$ cat config.mk
export PLATFORM = sky130hd
export DESIGN_NAME = l4_flow_header_extractor_unit
export DESIGN_NICKNAME = d
export VERILOG_FILES = /design/src/l4fx_pkg.sv /design/src/l4fx_front.sv /design/src/l4fx_queue.sv /design/src/l4fx_back.sv /design/src/l4_flow_header_extractor_unit.sv
export SDC_FILE = /design/constraint.sdc
export NUM_CORES = 2
export LEC_CHECK = 0
export BUFFER_PORTS_ARGS = -buffer_cell sky130_fd_sc_hd__buf_2
export CAP_MARGIN = 20
export CORE_AREA = 2 2 383 385
export DETAILED_ROUTE_END_ITERATION = 16
export DIE_AREA = 0 0 385 387
export PLACE_DENSITY = 0.73
export SKIP_LAST_GASP = 1
export SLEW_MARGIN = 10
export SYNTH_ARGS = -nofsm -noshare
export SYNTH_HDL_FRONTEND = slang
export SYNTH_SLANG_ARGS = --single-unit
export TNS_END_PERCENT = 20
$ cat constraint.sdc
create_clock -name clock -period 53.3 [get_ports clock]
set_input_delay 15.99 -clock clock [delete_from_list [all_inputs] [get_ports clock]]
set_output_delay 15.99 -clock clock [all_outputs]
set_load 0.05 [all_outputs]
$ cat src/l4fx_pkg.sv
`default_nettype none

package l4fx_pkg;

   // frame length counter width
   localparam int LENGTH_BITS = 16;
   // compare width: a 16-bit length field added to a header offset
   localparam int CMP_BITS = 17;
   localparam int QUEUE_DEPTH = 2;
   localparam int QPTR_BITS = (QUEUE_DEPTH > 1) ? $clog2(QUEUE_DEPTH) : 1;
   localparam int QCOUNT_BITS = $clog2(QUEUE_DEPTH + 1);

   typedef logic [LENGTH_BITS-1:0] len_type;
   typedef logic [CMP_BITS-1:0]    cmp_type;

   localparam len_type LEN_MAX = {LENGTH_BITS{1'b1}};

   // link types
   localparam logic [31:0] LINK_ETHERNET = 32'd1;
   localparam logic [31:0] LINK_COOKED   = 32'd113;
   localparam logic [31:0] LINK_RAW_A    = 32'd12;
   localparam logic [31:0] LINK_RAW_B    = 32'd101;

   // ether types
   localparam logic [15:0] ETH_VLAN = 16'h8100;
   localparam logic [15:0] ETH_IPV4 = 16'h0800;
   localparam logic [15:0] ETH_IPV6 = 16'h86DD;

   localparam logic [3:0] IP_V4 = 4'd4;
   localparam logic [3:0] IP_V6 = 4'd6;

   localparam logic [7:0] PROTO_TCP = 8'd6;
   localparam logic [7:0] PROTO_UDP = 8'd17;

   localparam logic [4:0] NS_RAW     = 5'd0;
   localparam logic [4:0] NS_ETH     = 5'd14;
   localparam logic [4:0] NS_COOKED  = 5'd16;
   localparam logic [4:0] NS_ETH_TAG = 5'd18;

   localparam logic [6:0] IPV6_HDR_BYTES = 7'd40;

   // per-frame digest handed from front to back
   typedef struct packed {
      len_type      len;
      logic         fail;
      logic [7:0]   first_byte;
      logic [15:0]  type_12;
      logic [15:0]  type_14;
      logic [15:0]  type_16;
      logic [7:0]   ver_byte;
      logic [7:0]   proto;
      logic [127:0] src;
      logic [127:0] dst;
      logic [31:0]  ports;
      logic [63:0]  seq_ack;
      logic [3:0]   data_off;
      logic [7:0]   flags;
   } summary_type;

   typedef struct packed {
      logic         ok;
      logic [2:0]   ip_ver;
      logic [7:0]   proto_number;
      logic [63:0]  source_high;
      logic [63:0]  source_low;
      logic [63:0]  dest_high;
      logic [63:0]  dest_low;
      logic [31:0]  port_pair;
      logic [63:0]  seq_and_ack;
      logic [7:0]   flag_bits;
      logic [7:0]   payload_start;
      logic [15:0]  payload_bytes;
   } result_type;

   typedef struct packed {
      logic                   valid;
      logic                   full;
      logic [QCOUNT_BITS-1:0] count;
   } queue_status_type;

   function automatic logic is_ip_type(input logic [15:0] t);
      return (t == ETH_IPV4) || (t == ETH_IPV6);
   endfunction

   // offset of the network header, from what is known of the frame
   function automatic logic [4:0] network_start(input logic [31:0] link,
                                                input logic [7:0]  first,
                                                input logic [15:0] t12);
      logic [4:0] ns;
      ns = NS_RAW;
      if (link == LINK_ETHERNET) begin
         ns = (t12 == ETH_VLAN) ? NS_ETH_TAG : NS_ETH;
      end else if (link == LINK_COOKED) begin
         ns = NS_COOKED;
      end else if (link == LINK_RAW_A || link == LINK_RAW_B) begin
         ns = NS_RAW;
      end else if (first[7:4] == IP_V4 || first[7:4] == IP_V6) begin
         ns = NS_RAW;
      end else begin
         ns = NS_ETH;
      end
      return ns;
   endfunction

endpackage

`default_nettype wire

$ cat src/l4fx_front.sv
`default_nettype none

module l4fx_front import l4fx_pkg::*; (
   input  wire logic        clock,
   input  wire logic        reset,
   input  wire logic [31:0] link_type,
   input  wire logic        req_valid,
   input  wire logic [7:0]  req_frame_byte,
   input  wire logic        req_end_of_frame,
   output logic             req_stall,
   input  wire logic        queue_full,
   output logic             push,
   output summary_type      summary
);

   len_type      idx_ff, idx_in;
   logic         fail_ff, fail_in;
   logic [7:0]   first_ff, first_in;
   logic [15:0]  t12_ff, t12_in, t14_ff, t14_in, t16_ff, t16_in;
   logic         ip_seen_ff, ip_seen_in;
   logic [7:0]   verb_ff, verb_in;
   logic [7:0]   proto_ff, proto_in;
   logic [127:0] src_ff, src_in, dst_ff, dst_in;
   logic [31:0]  ports_ff, ports_in;
   logic [63:0]  seqack_ff, seqack_in;
   logic [3:0]   doff_ff, doff_in;
   logic [7:0]   flags_ff, flags_in;

   logic         fire;
   logic [7:0]   b;
   len_type      ns, rel, ts, relt, len_now;
   logic [6:0]   ts_small;
   logic         at_ns, past_ns, v4, v6, in_tp;
   summary_type  cap;

   always_comb begin
      fire      = req_valid && !queue_full;
      req_stall = queue_full;
      b         = req_frame_byte;

      first_in = (idx_ff == '0) ? b : first_ff;
      ns       = len_type'(network_start(link_type, first_in, t12_ff));
      at_ns    = (idx_ff == ns);
      past_ns  = ip_seen_ff && (idx_ff > ns);
      rel      = idx_ff - ns;
      v4       = (verb_ff[7:4] == IP_V4);
      v6       = (verb_ff[7:4] == IP_V6);

      ts_small = {2'b00, ns[4:0]} + (v4 ? {1'b0, verb_ff[3:0], 2'b00} : IPV6_HDR_BYTES);
      ts       = len_type'(ts_small);
      in_tp    = past_ns && (idx_ff >= ts);
      relt     = idx_ff - ts;

      t12_in = (idx_ff == len_type'(12) || idx_ff == len_type'(13)) ?
               {t12_ff[7:0], b} : t12_ff;
      t14_in = (idx_ff == len_type'(14) || idx_ff == len_type'(15)) ?
               {t14_ff[7:0], b} : t14_ff;
      t16_in = (idx_ff == len_type'(16) || idx_ff == len_type'(17)) ?
               {t16_ff[7:0], b} : t16_ff;

      verb_in    = at_ns ? b : verb_ff;
      ip_seen_in = ip_seen_ff || at_ns;

      proto_in = (past_ns && ((v4 && rel == len_type'(9)) || (v6 && rel == len_type'(6)))) ?
                 b : proto_ff;
      src_in = (past_ns &&
                ((v4 && rel >= len_type'(12) && rel <= len_type'(15)) ||
                 (v6 && rel >= len_type'(8)  && rel <= len_type'(23)))) ?
               {src_ff[119:0], b} : src_ff;
      dst_in = (past_ns &&
                ((v4 && rel >= len_type'(16) && rel <= len_type'(19)) ||
                 (v6 && rel >= len_type'(24) && rel <= len_type'(39)))) ?
               {dst_ff[119:0], b} : dst_ff;

      ports_in  = (in_tp && relt <= len_type'(3)) ? {ports_ff[23:0], b} : ports_ff;
      // place each byte in its own lane: the UDP length stays in the top
      // bits even when the frame ends right after the UDP header
      seqack_in = seqack_ff;
      for (int k = 0; k < 8; k++) begin
         if (in_tp && relt == len_type'(k + 4)) begin
            seqack_in[63 - 8*k -: 8] = b;
         end
      end
      doff_in   = (in_tp && relt == len_type'(12)) ? b[7:4] : doff_ff;
      flags_in  = (in_tp && relt == len_type'(13)) ? b : flags_ff;

      // saturate the count; a byte past the limit marks the frame failed
      len_now = (idx_ff == LEN_MAX) ? LEN_MAX : idx_ff + len_type'(1);
      fail_in = fail_ff || (idx_ff == LEN_MAX);
      idx_in  = len_now;

      cap.len        = len_now;
      cap.fail       = fail_in;
      cap.first_byte = first_in;
      cap.type_12    = t12_in;
      cap.type_14    = t14_in;
      cap.type_16    = t16_in;
      cap.ver_byte   = verb_in;
      cap.proto      = proto_in;
      cap.src        = src_in;
      cap.dst        = dst_in;
      cap.ports      = ports_in;
      cap.seq_ack    = seqack_in;
      cap.data_off   = doff_in;
      cap.flags      = flags_in;

      summary = cap;
      push    = fire && req_end_of_frame;
   end

   always_ff @(posedge clock) begin
      if (reset || (fire && req_end_of_frame)) begin
         idx_ff     <= '0;
         fail_ff    <= 1'b0;
         first_ff   <= '0;
         t12_ff     <= '0;
         t14_ff     <= '0;
         t16_ff     <= '0;
         ip_seen_ff <= 1'b0;
         verb_ff    <= '0;
         proto_ff   <= '0;
         src_ff     <= '0;
         dst_ff     <= '0;
         ports_ff   <= '0;
         seqack_ff  <= '0;
         doff_ff    <= '0;
         flags_ff   <= '0;
      end else if (fire) begin
         idx_ff     <= idx_in;
         fail_ff    <= fail_in;
         first_ff   <= first_in;
         t12_ff     <= t12_in;
         t14_ff     <= t14_in;
         t16_ff     <= t16_in;
         ip_seen_ff <= ip_seen_in;
         verb_ff    <= verb_in;
         proto_ff   <= proto_in;
         src_ff     <= src_in;
         dst_ff     <= dst_in;
         ports_ff   <= ports_in;
         seqack_ff  <= seqack_in;
         doff_ff    <= doff_in;
         flags_ff   <= flags_in;
      end
   end

endmodule

`default_nettype wire

$ cat src/l4fx_queue.sv
`default_nettype none

module l4fx_queue import l4fx_pkg::*; (
   input  wire logic  clock,
   input  wire logic  reset,
   input  wire logic  push,
   input  wire summary_type push_data,
   input  wire logic  pop,
   output summary_type head,
   output queue_status_type status
);

   summary_type            mem_ff [QUEUE_DEPTH];
   logic [QPTR_BITS-1:0]   wr_ff, wr_in, rd_ff, rd_in;
   logic [QCOUNT_BITS-1:0] count_ff, count_in;

   function automatic logic [QPTR_BITS-1:0] bump(input logic [QPTR_BITS-1:0] p);
      return (p == QPTR_BITS'(QUEUE_DEPTH - 1)) ? '0 : p + QPTR_BITS'(1);
   endfunction

   always_comb begin
      wr_in    = push ? bump(wr_ff) : wr_ff;
      rd_in    = pop ? bump(rd_ff) : rd_ff;
      count_in = count_ff + QCOUNT_BITS'(push) - QCOUNT_BITS'(pop);
      head     = mem_ff[rd_ff];
      status.valid = (count_ff != '0);
      status.full  = (count_ff == QCOUNT_BITS'(QUEUE_DEPTH));
      status.count = count_ff;
   end

   always_ff @(posedge clock) begin
      if (push) begin
         mem_ff[wr_ff] <= push_data;
      end
   end

   always_ff @(posedge clock) begin
      if (reset) begin
         wr_ff    <= '0;
         rd_ff    <= '0;
         count_ff <= '0;
      end else begin
         wr_ff    <= wr_in;
         rd_ff    <= rd_in;
         count_ff <= count_in;
      end
   end

endmodule

`default_nettype wire

$ cat src/l4fx_back.sv
`default_nettype none

module l4fx_back import l4fx_pkg::*; (
   input  wire logic        clock,
   input  wire logic        reset,
   input  wire logic [31:0] link_type,
   input  wire summary_type head,
   input  wire logic        head_valid,
   output logic             pop,
   output logic             rsp_valid,
   input  wire logic        rsp_stall,
   output result_type       result
);

   result_type out_ff, out_in;
   logic       valid_ff, valid_in;

   always_comb begin
      logic        good;
      logic [4:0]  ns;
      logic [15:0] t;
      cmp_type     len, ns17, ts, ihl4, th, ulen;
      logic [3:0]  ver;
      result_type  r;

      r    = '0;
      good = !head.fail;
      len  = cmp_type'(head.len);
      ns   = network_start(link_type, head.first_byte, head.type_12);
      t    = head.type_12;

      if (len < cmp_type'(14)) good = 1'b0;
      if (link_type == LINK_ETHERNET) begin
         if (head.type_12 == ETH_VLAN) begin
            if (len < cmp_type'(18)) good = 1'b0;
            t = head.type_16;
         end
         if (!is_ip_type(t)) good = 1'b0;
      end else if (link_type == LINK_COOKED) begin
         if (len < cmp_type'(16)) good = 1'b0;
         if (!is_ip_type(head.type_14)) good = 1'b0;
      end else if (link_type == LINK_RAW_A || link_type == LINK_RAW_B) begin
         good = good;
      end else if (ns != NS_RAW && !is_ip_type(head.type_12)) begin
         good = 1'b0;
      end

      ns17 = cmp_type'(ns);
      if (ns17 >= len) good = 1'b0;
      ver  = head.ver_byte[7:4];
      ihl4 = cmp_type'({head.ver_byte[3:0], 2'b00});
      ts   = '0;
      if (ver == IP_V4) begin
         if (ns17 + cmp_type'(20) > len || ihl4 < cmp_type'(20) || ns17 + ihl4 > len)
            good = 1'b0;
         ts = ns17 + ihl4;
         r.source_high = {head.src[31:0], 32'h0};
         r.dest_high   = {head.dst[31:0], 32'h0};
      end else if (ver == IP_V6) begin
         if (ns17 + cmp_type'(40) > len) good = 1'b0;
         ts = ns17 + cmp_type'(40);
         r.source_high = head.src[127:64];
         r.source_low  = head.src[63:0];
         r.dest_high   = head.dst[127:64];
         r.dest_low    = head.dst[63:0];
      end else begin
         good = 1'b0;
      end
      r.ip_ver       = ver[2:0];
      r.proto_number = head.proto;

      ulen = cmp_type'(head.seq_ack[63:48]);
      th   = cmp_type'({head.data_off, 2'b00});
      if (head.proto == PROTO_UDP) begin
         if (ts + cmp_type'(8) > len) good = 1'b0;
         r.port_pair = head.ports;
         if (ulen < cmp_type'(8) || ts + ulen > len)
            r.payload_bytes = 16'(len - ts - cmp_type'(8));
         else
            r.payload_bytes = 16'(ulen - cmp_type'(8));
         r.payload_start = 8'(ts + cmp_type'(8));
      end else if (head.proto == PROTO_TCP) begin
         if (ts + cmp_type'(20) > len) good = 1'b0;
         if (th < cmp_type'(20) || ts + th > len) good = 1'b0;
         r.port_pair     = head.ports;
         r.seq_and_ack   = head.seq_ack;
         r.flag_bits     = head.flags;
         r.payload_start = 8'(ts + th);
         r.payload_bytes = 16'(len - ts - th);
      end else begin
         good = 1'b0;
      end

      r.ok = 1'b1;
      if (!good) r = '0;

      pop      = head_valid && (!valid_ff || !rsp_stall);
      out_in   = pop ? r : out_ff;
      valid_in = pop || (valid_ff && rsp_stall);
      rsp_valid = valid_ff;
      result    = out_ff;
   end

   always_ff @(posedge clock) begin
      out_ff <= out_in;
   end

   always_ff @(posedge clock) begin
      if (reset) begin
         valid_ff <= 1'b0;
      end else begin
         valid_ff <= valid_in;
      end
   end

endmodule

`default_nettype wire

$ cat src/l4_flow_header_extractor_unit.sv
`default_nettype none

// Channel   Direction  Handshake            Payload
// req       in         req_valid/req_stall  frame_byte, end_of_frame
// rsp       out        rsp_valid/rsp_stall  ok .. payload_bytes
// csr       in         csr_write_enable     csr_write_data (link type)
//
// One byte is taken every cycle while req_stall is low; one result leaves
// per frame. The final byte's digest is written to the digest queue; the back
// stage moves it to the output register unless a stalled result is held.
// Frames of a single byte sustain one result per cycle while rsp_stall is low.
// Reset is synchronous and clears the frame counter, the queue and the
// output valid flag; the link type returns to Ethernet.
// The two-entry digest queue lets a stalled result side hold while bytes
// keep arriving; req_stall rises only when that queue is full.

module l4_flow_header_extractor_unit import l4fx_pkg::*; (
   input  wire logic        clock,
   input  wire logic        reset,
   input  wire logic        csr_write_enable,
   input  wire logic [31:0] csr_write_data,
   input  wire logic        req_valid,
   output logic             req_stall,
   input  wire logic [7:0]  req_frame_byte,
   input  wire logic        req_end_of_frame,
   output logic             rsp_valid,
   input  wire logic        rsp_stall,
   output logic             rsp_ok,
   output logic [2:0]       rsp_ip_ver,
   output logic [7:0]       rsp_proto_number,
   output logic [63:0]      rsp_source_high,
   output logic [63:0]      rsp_source_low,
   output logic [63:0]      rsp_dest_high,
   output logic [63:0]      rsp_dest_low,
   output logic [31:0]      rsp_port_pair,
   output logic [63:0]      rsp_seq_and_ack,
   output logic [7:0]       rsp_flag_bits,
   output logic [7:0]       rsp_payload_start,
   output logic [15:0]      rsp_payload_bytes
);

   logic [31:0]      link_ff, link_in;
   logic             push, pop;
   summary_type      digest, head;
   queue_status_type qstat;
   result_type       result;

   // hold the link type until the next write
   always_comb begin
      link_in = csr_write_enable ? csr_write_data : link_ff;
   end

   always_ff @(posedge clock) begin
      if (reset) begin
         link_ff <= LINK_ETHERNET;
      end else begin
         link_ff <= link_in;
      end
   end

   // front: follow byte offsets and capture header fields as they pass
   l4fx_front u_front (
      .clock            (clock),
      .reset            (reset),
      .link_type        (link_ff),
      .req_valid        (req_valid),
      .req_frame_byte   (req_frame_byte),
      .req_end_of_frame (req_end_of_frame),
      .req_stall        (req_stall),
      .queue_full       (qstat.full),
      .push             (push),
      .summary          (digest)
   );

   // queue of per-frame digests between capture and checking
   l4fx_queue u_queue (
      .clock     (clock),
      .reset     (reset),
      .push      (push),
      .push_data (digest),
      .pop       (pop),
      .head      (head),
      .status    (qstat)
   );

   // back: length and type checks, then drive the output register
   l4fx_back u_back (
      .clock      (clock),
      .reset      (reset),
      .link_type  (link_ff),
      .head       (head),
      .head_valid (qstat.valid),
      .pop        (pop),
      .rsp_valid  (rsp_valid),
      .rsp_stall  (rsp_stall),
      .result     (result)
   );

   assign rsp_ok            = result.ok;
   assign rsp_ip_ver        = result.ip_ver;
   assign rsp_proto_number  = result.proto_number;
   assign rsp_source_high   = result.source_high;
   assign rsp_source_low    = result.source_low;
   assign rsp_dest_high     = result.dest_high;
   assign rsp_dest_low      = result.dest_low;
   assign rsp_port_pair     = result.port_pair;
   assign rsp_seq_and_ack   = result.seq_and_ack;
   assign rsp_flag_bits     = result.flag_bits;
   assign rsp_payload_start = result.payload_start;
   assign rsp_payload_bytes = result.payload_bytes;

   // a failed frame reports every field as zero; checked on version, protocol, ports, source high and payload length
   assert property (@(posedge clock) disable iff (reset)
      (rsp_valid && !rsp_ok) |-> (rsp_ip_ver == '0 && rsp_proto_number == '0 &&
         rsp_port_pair == '0 && rsp_source_high == '0 && rsp_payload_bytes == '0))
      else $error("failed frame with non-zero fields");

   // a good frame carries IPv4 or IPv6
   assert property (@(posedge clock) disable iff (reset)
      (rsp_valid && rsp_ok) |-> (rsp_ip_ver == 3'd4 || rsp_ip_ver == 3'd6))
      else $error("good frame with bad version");

   // IPv4 leaves the low address words clear
   assert property (@(posedge clock) disable iff (reset)
      (rsp_valid && rsp_ok && rsp_ip_ver == 3'd4) |->
         (rsp_source_low == '0 && rsp_dest_low == '0))
      else $error("IPv4 result with low address bits");

   // a taken final byte always lands in the digest queue
   assert property (@(posedge clock) disable iff (reset)
      (req_valid && !req_stall && req_end_of_frame) |=> (qstat.count != '0))
      else $error("frame digest lost");

endmodule

`default_nettype wire

==> flow_summary.ini <==
[outcome]
status = complete, no violations

[timing]
finalCritPeriodShare_pct = 40.5
slew_violations = 0
finalSetupViolCount = 0
period_needed_ns = 21.60
tns_ns = 0
fin_skew_ns = 0.0496
worst_slew_pin_slew_ns = 1.12
hold_viol_final = 0
max_freq_ghz = 0.0463
relSlewSlack_pct = 25.4
grt_setup_unrepaired = false

[setup_path]
crit_slowest_cell = buf_4
path_cells = buf_2 -> buf_4 -> mux2_2 -> and3_1 -> o21ai_0 -> nand2_1 -> ha_1 -> nor2b_1 -> o21ai_1 -> a21boi_0 -> o21ai_0 -> a21boi_0 -> o2111ai_1 -> a31oi_4 -> buf_4 -> buf_4 -> mux2_2
cpPeakStageDelay_ns = 0.88
path_max_fanout = 67
r2r-end = u_back.result[332]
crit_type = in -> reg
r2r_cells = 29
reg2reg_setup_slack_ns = 42.09
cp-start-kind = input pin
cp_common_cell = buf_4
cp.arrival_ns = 22.13
worstPathRequired_ns = 53.82
cp-end-kind = flop

[yosys]
yosys_warnings = 0
synth_top_area_cell = edfxtp_1
synth-seq-cells = 1778
avgSynthCellArea_um2 = 13.0
syn-instance-count = 5784
synth_flop_cell = edfxtp_1
synth_top_area_share_pct = 51.7
netlist_area_um2 = 75000
synth_edf_count = 1291
synth-seq-area-share_pct = 64.7
synth.area.top_cells = edfxtp_1 (52%), dfxtp_1 (13%), mux2i_1 (8.9%)
synth_cell_types = 86
synthArstFlopShare_pct = 0

[worst_hold_path]
worstHoldStart = u_front.flags_ff[4]
min_to = u_front.flags_ff[4]
whs_path_depth = 2
min_path_type = reg -> reg

[route]
initialDrtViolationCount = 4106
routedWlPerCell_um = 22.4
wl_met3_um = 12400
dr.pass1.iters = 6
wl_met2_um = 87000
drcViolationCount = 0
m1WireLength_um = 79800
vias = 46600
topRoutingLayerUsed = met4
postRouteAntennaNets = 0
drt_wl_total_um = 184000
avgViaCountPerCell = 5.66

[floorplan]
fp-row-count = 140
dieHeight_um = 387
io_pins = 444
core_um2 = 145000
die_area_um2 = 149000
die_w_um = 385
start_util_pct = 51.8

[cts]
cts_htree_levels = 4
numCtsBuffers = 175
holdBufCountCts = 0
clk_pin_slew_ns = 0.06
clock_sinks = 1778
insertion_delay_ns = 0.83
cts_tree = yes
clock_path_buffers = 3
post_cts_buffers = 0
cts-root-buf = clkbuf_16
cts_resized = 0

[pwr]
pwr_density_cell_nw_per_um2 = 48.1
p_leak_nw = 29.9
ir_drop_v = 0.0000448

[finish]
final_cell_mix = edfxtp_1 (1291), nand2_1 (733), mux2i_1 (667)
final_core_util_pct = 58.6
layout_commonest_cell = edfxtp_1
n_antenna_cell = 0
finalNetCount = 6306
area_delta_synth_final_pct = 13.2
drive_gt1_share_pct = 20.2

[job]
maxCapViolCount = 0

[grt]
grt_max_degree = 257
grt_pass1_wl_um = 275000
grt_overflow = 0
grt_pass1_vias = 44900
grtUsageTotal_pct = 24.2
antenna_found_initial = 7

[place]
hpwl_um = 117000
gp_congestion = 0.864
port_buffers = 442
-- Yosys cell counts, drive strengths merged, types with 11 or more instances --
cell,count
a21o,16
a21oi,82
a22oi,14
a31oi,12
and2,11
and3,20
buf,78
clkbuf,269
dfxtp,487
edfxtp,1291
ha,100
inv,68
mux2,312
mux2i,667
nand2,734
nand2b,18
nand3,158
nand4,18
nor2,731
nor2b,20
nor3,119
nor4,34
o21a,11
o21ai,175
o22a,66
or2,12
or4,13
xnor2,54
xor2,28
-- how the worst max path moves through the flow --
| stage | start | end | cells past startpoint |
|---|---|---|---|
| 6_report | req_frame_byte[6] | u_queue.mem_ff[1][233] | 17 |
| 5_1_grt | req_frame_byte[6] | u_queue.mem_ff[0][225] | 17 |
| 4_1_cts | req_frame_byte[6] | u_queue.mem_ff[1][233] | 17 |
| 3_5_place_dp | req_frame_byte[6] | u_queue.mem_ff[0][227] | 17 |
| 3_3_place_gp | req_frame_byte[6] | u_queue.mem_ff[0][121] | 17 |
| 2_1_floorplan | rsp_stall | u_queue.count_ff[1] | 7 |
-- flip-flops by register name (all words and copies together) (netlist names), named ones only --
signal,flops
link_ff,32
u_back.result,395
u_back.rsp_valid,1
u_front.doff_ff,4
u_front.dst_ff,128
u_front.fail_ff,1
u_front.first_ff,3
u_front.flags_ff,8
u_front.idx_ff,16
u_front.ip_seen_ff,1
u_front.ports_ff,32
u_front.proto_ff,8
u_front.seqack_ff,64
u_front.src_ff,128
u_front.t12_ff,16
u_front.t14_ff,16
u_front.t16_ff,16
u_front.verb_ff,8
u_queue.count_ff,2
u_queue.mem_ff,896
u_queue.rd_ff,1
u_queue.wr_ff,1
-- report_power, final --
group | switching (mW) | internal, mW
combinational | 0.809 | 0.267
sequential | 0.0730 | 1.68
clock | 0.536 | 0.717
total | 1.42 | 2.67
-- metal layers --
metal | GRT usage (%) | up-vias
met4 | 6.83 | 0
met2 | 38.8 | 1636
met1 | 34.1 | 23000
met3 | 3.89 | 269
li1 | - | 21600
met5 | 0 | -
-- cell type report --
type                       count  area [µm²]
fill                       11300       60000
sequential                  1778       48500
multi-input combinational   3596       24800
clock buffer                 238        4880
timing repair buffer         532        2990
tap                         1917        2400
clock inverter                91        1030
inverter                      68         255
-- cells by family after synthesis --
| kind of cell | synth area share (%) |
|---|---|
| AOI/OAI and AO/OA | 4.23 |
| adders and majority gates | 1.91 |
| other | 0.00500 |
| and+or+nand+nor | 12.1 |
| DFF | 64.7 |
| muxes | 13.6 |
| xor gates and xnor gates | 0.958 |
| buffers and inverters | 2.47 |
-- per-stage QoR --
step / instance area, µm² / hold WS (ns) / total power, mW / setup WS (ns) / std cells
floorplan: 75000 / 0.431 / 2.70 / 15.68 / 5789
global placement: 78900 / 0.439 / 2.85 / 31.14 / 7887
detailed placement: 78900 / 0.446 / 2.86 / 31.00 / 7888
CTS: 84800 / 0.455 / 4.11 / 31.84 / 8217
global route: 84900 / 0.471 / 4.23 / 31.32 / 8220
finish: 84900 / 0.454 / 4.08 / 31.70 / 8220
-- critical path: cells and delay by family --
kind | cells | cell delay [ns]
AOI/OAI and AO/OA | 7 | 2.39
buffers and inverters | 4 | 1.90
muxes | 2 | 0.78
and+or+nand+nor | 3 | 0.56
adders and majority gates | 1 | 0.35
(Power assumes the default switching activity.)
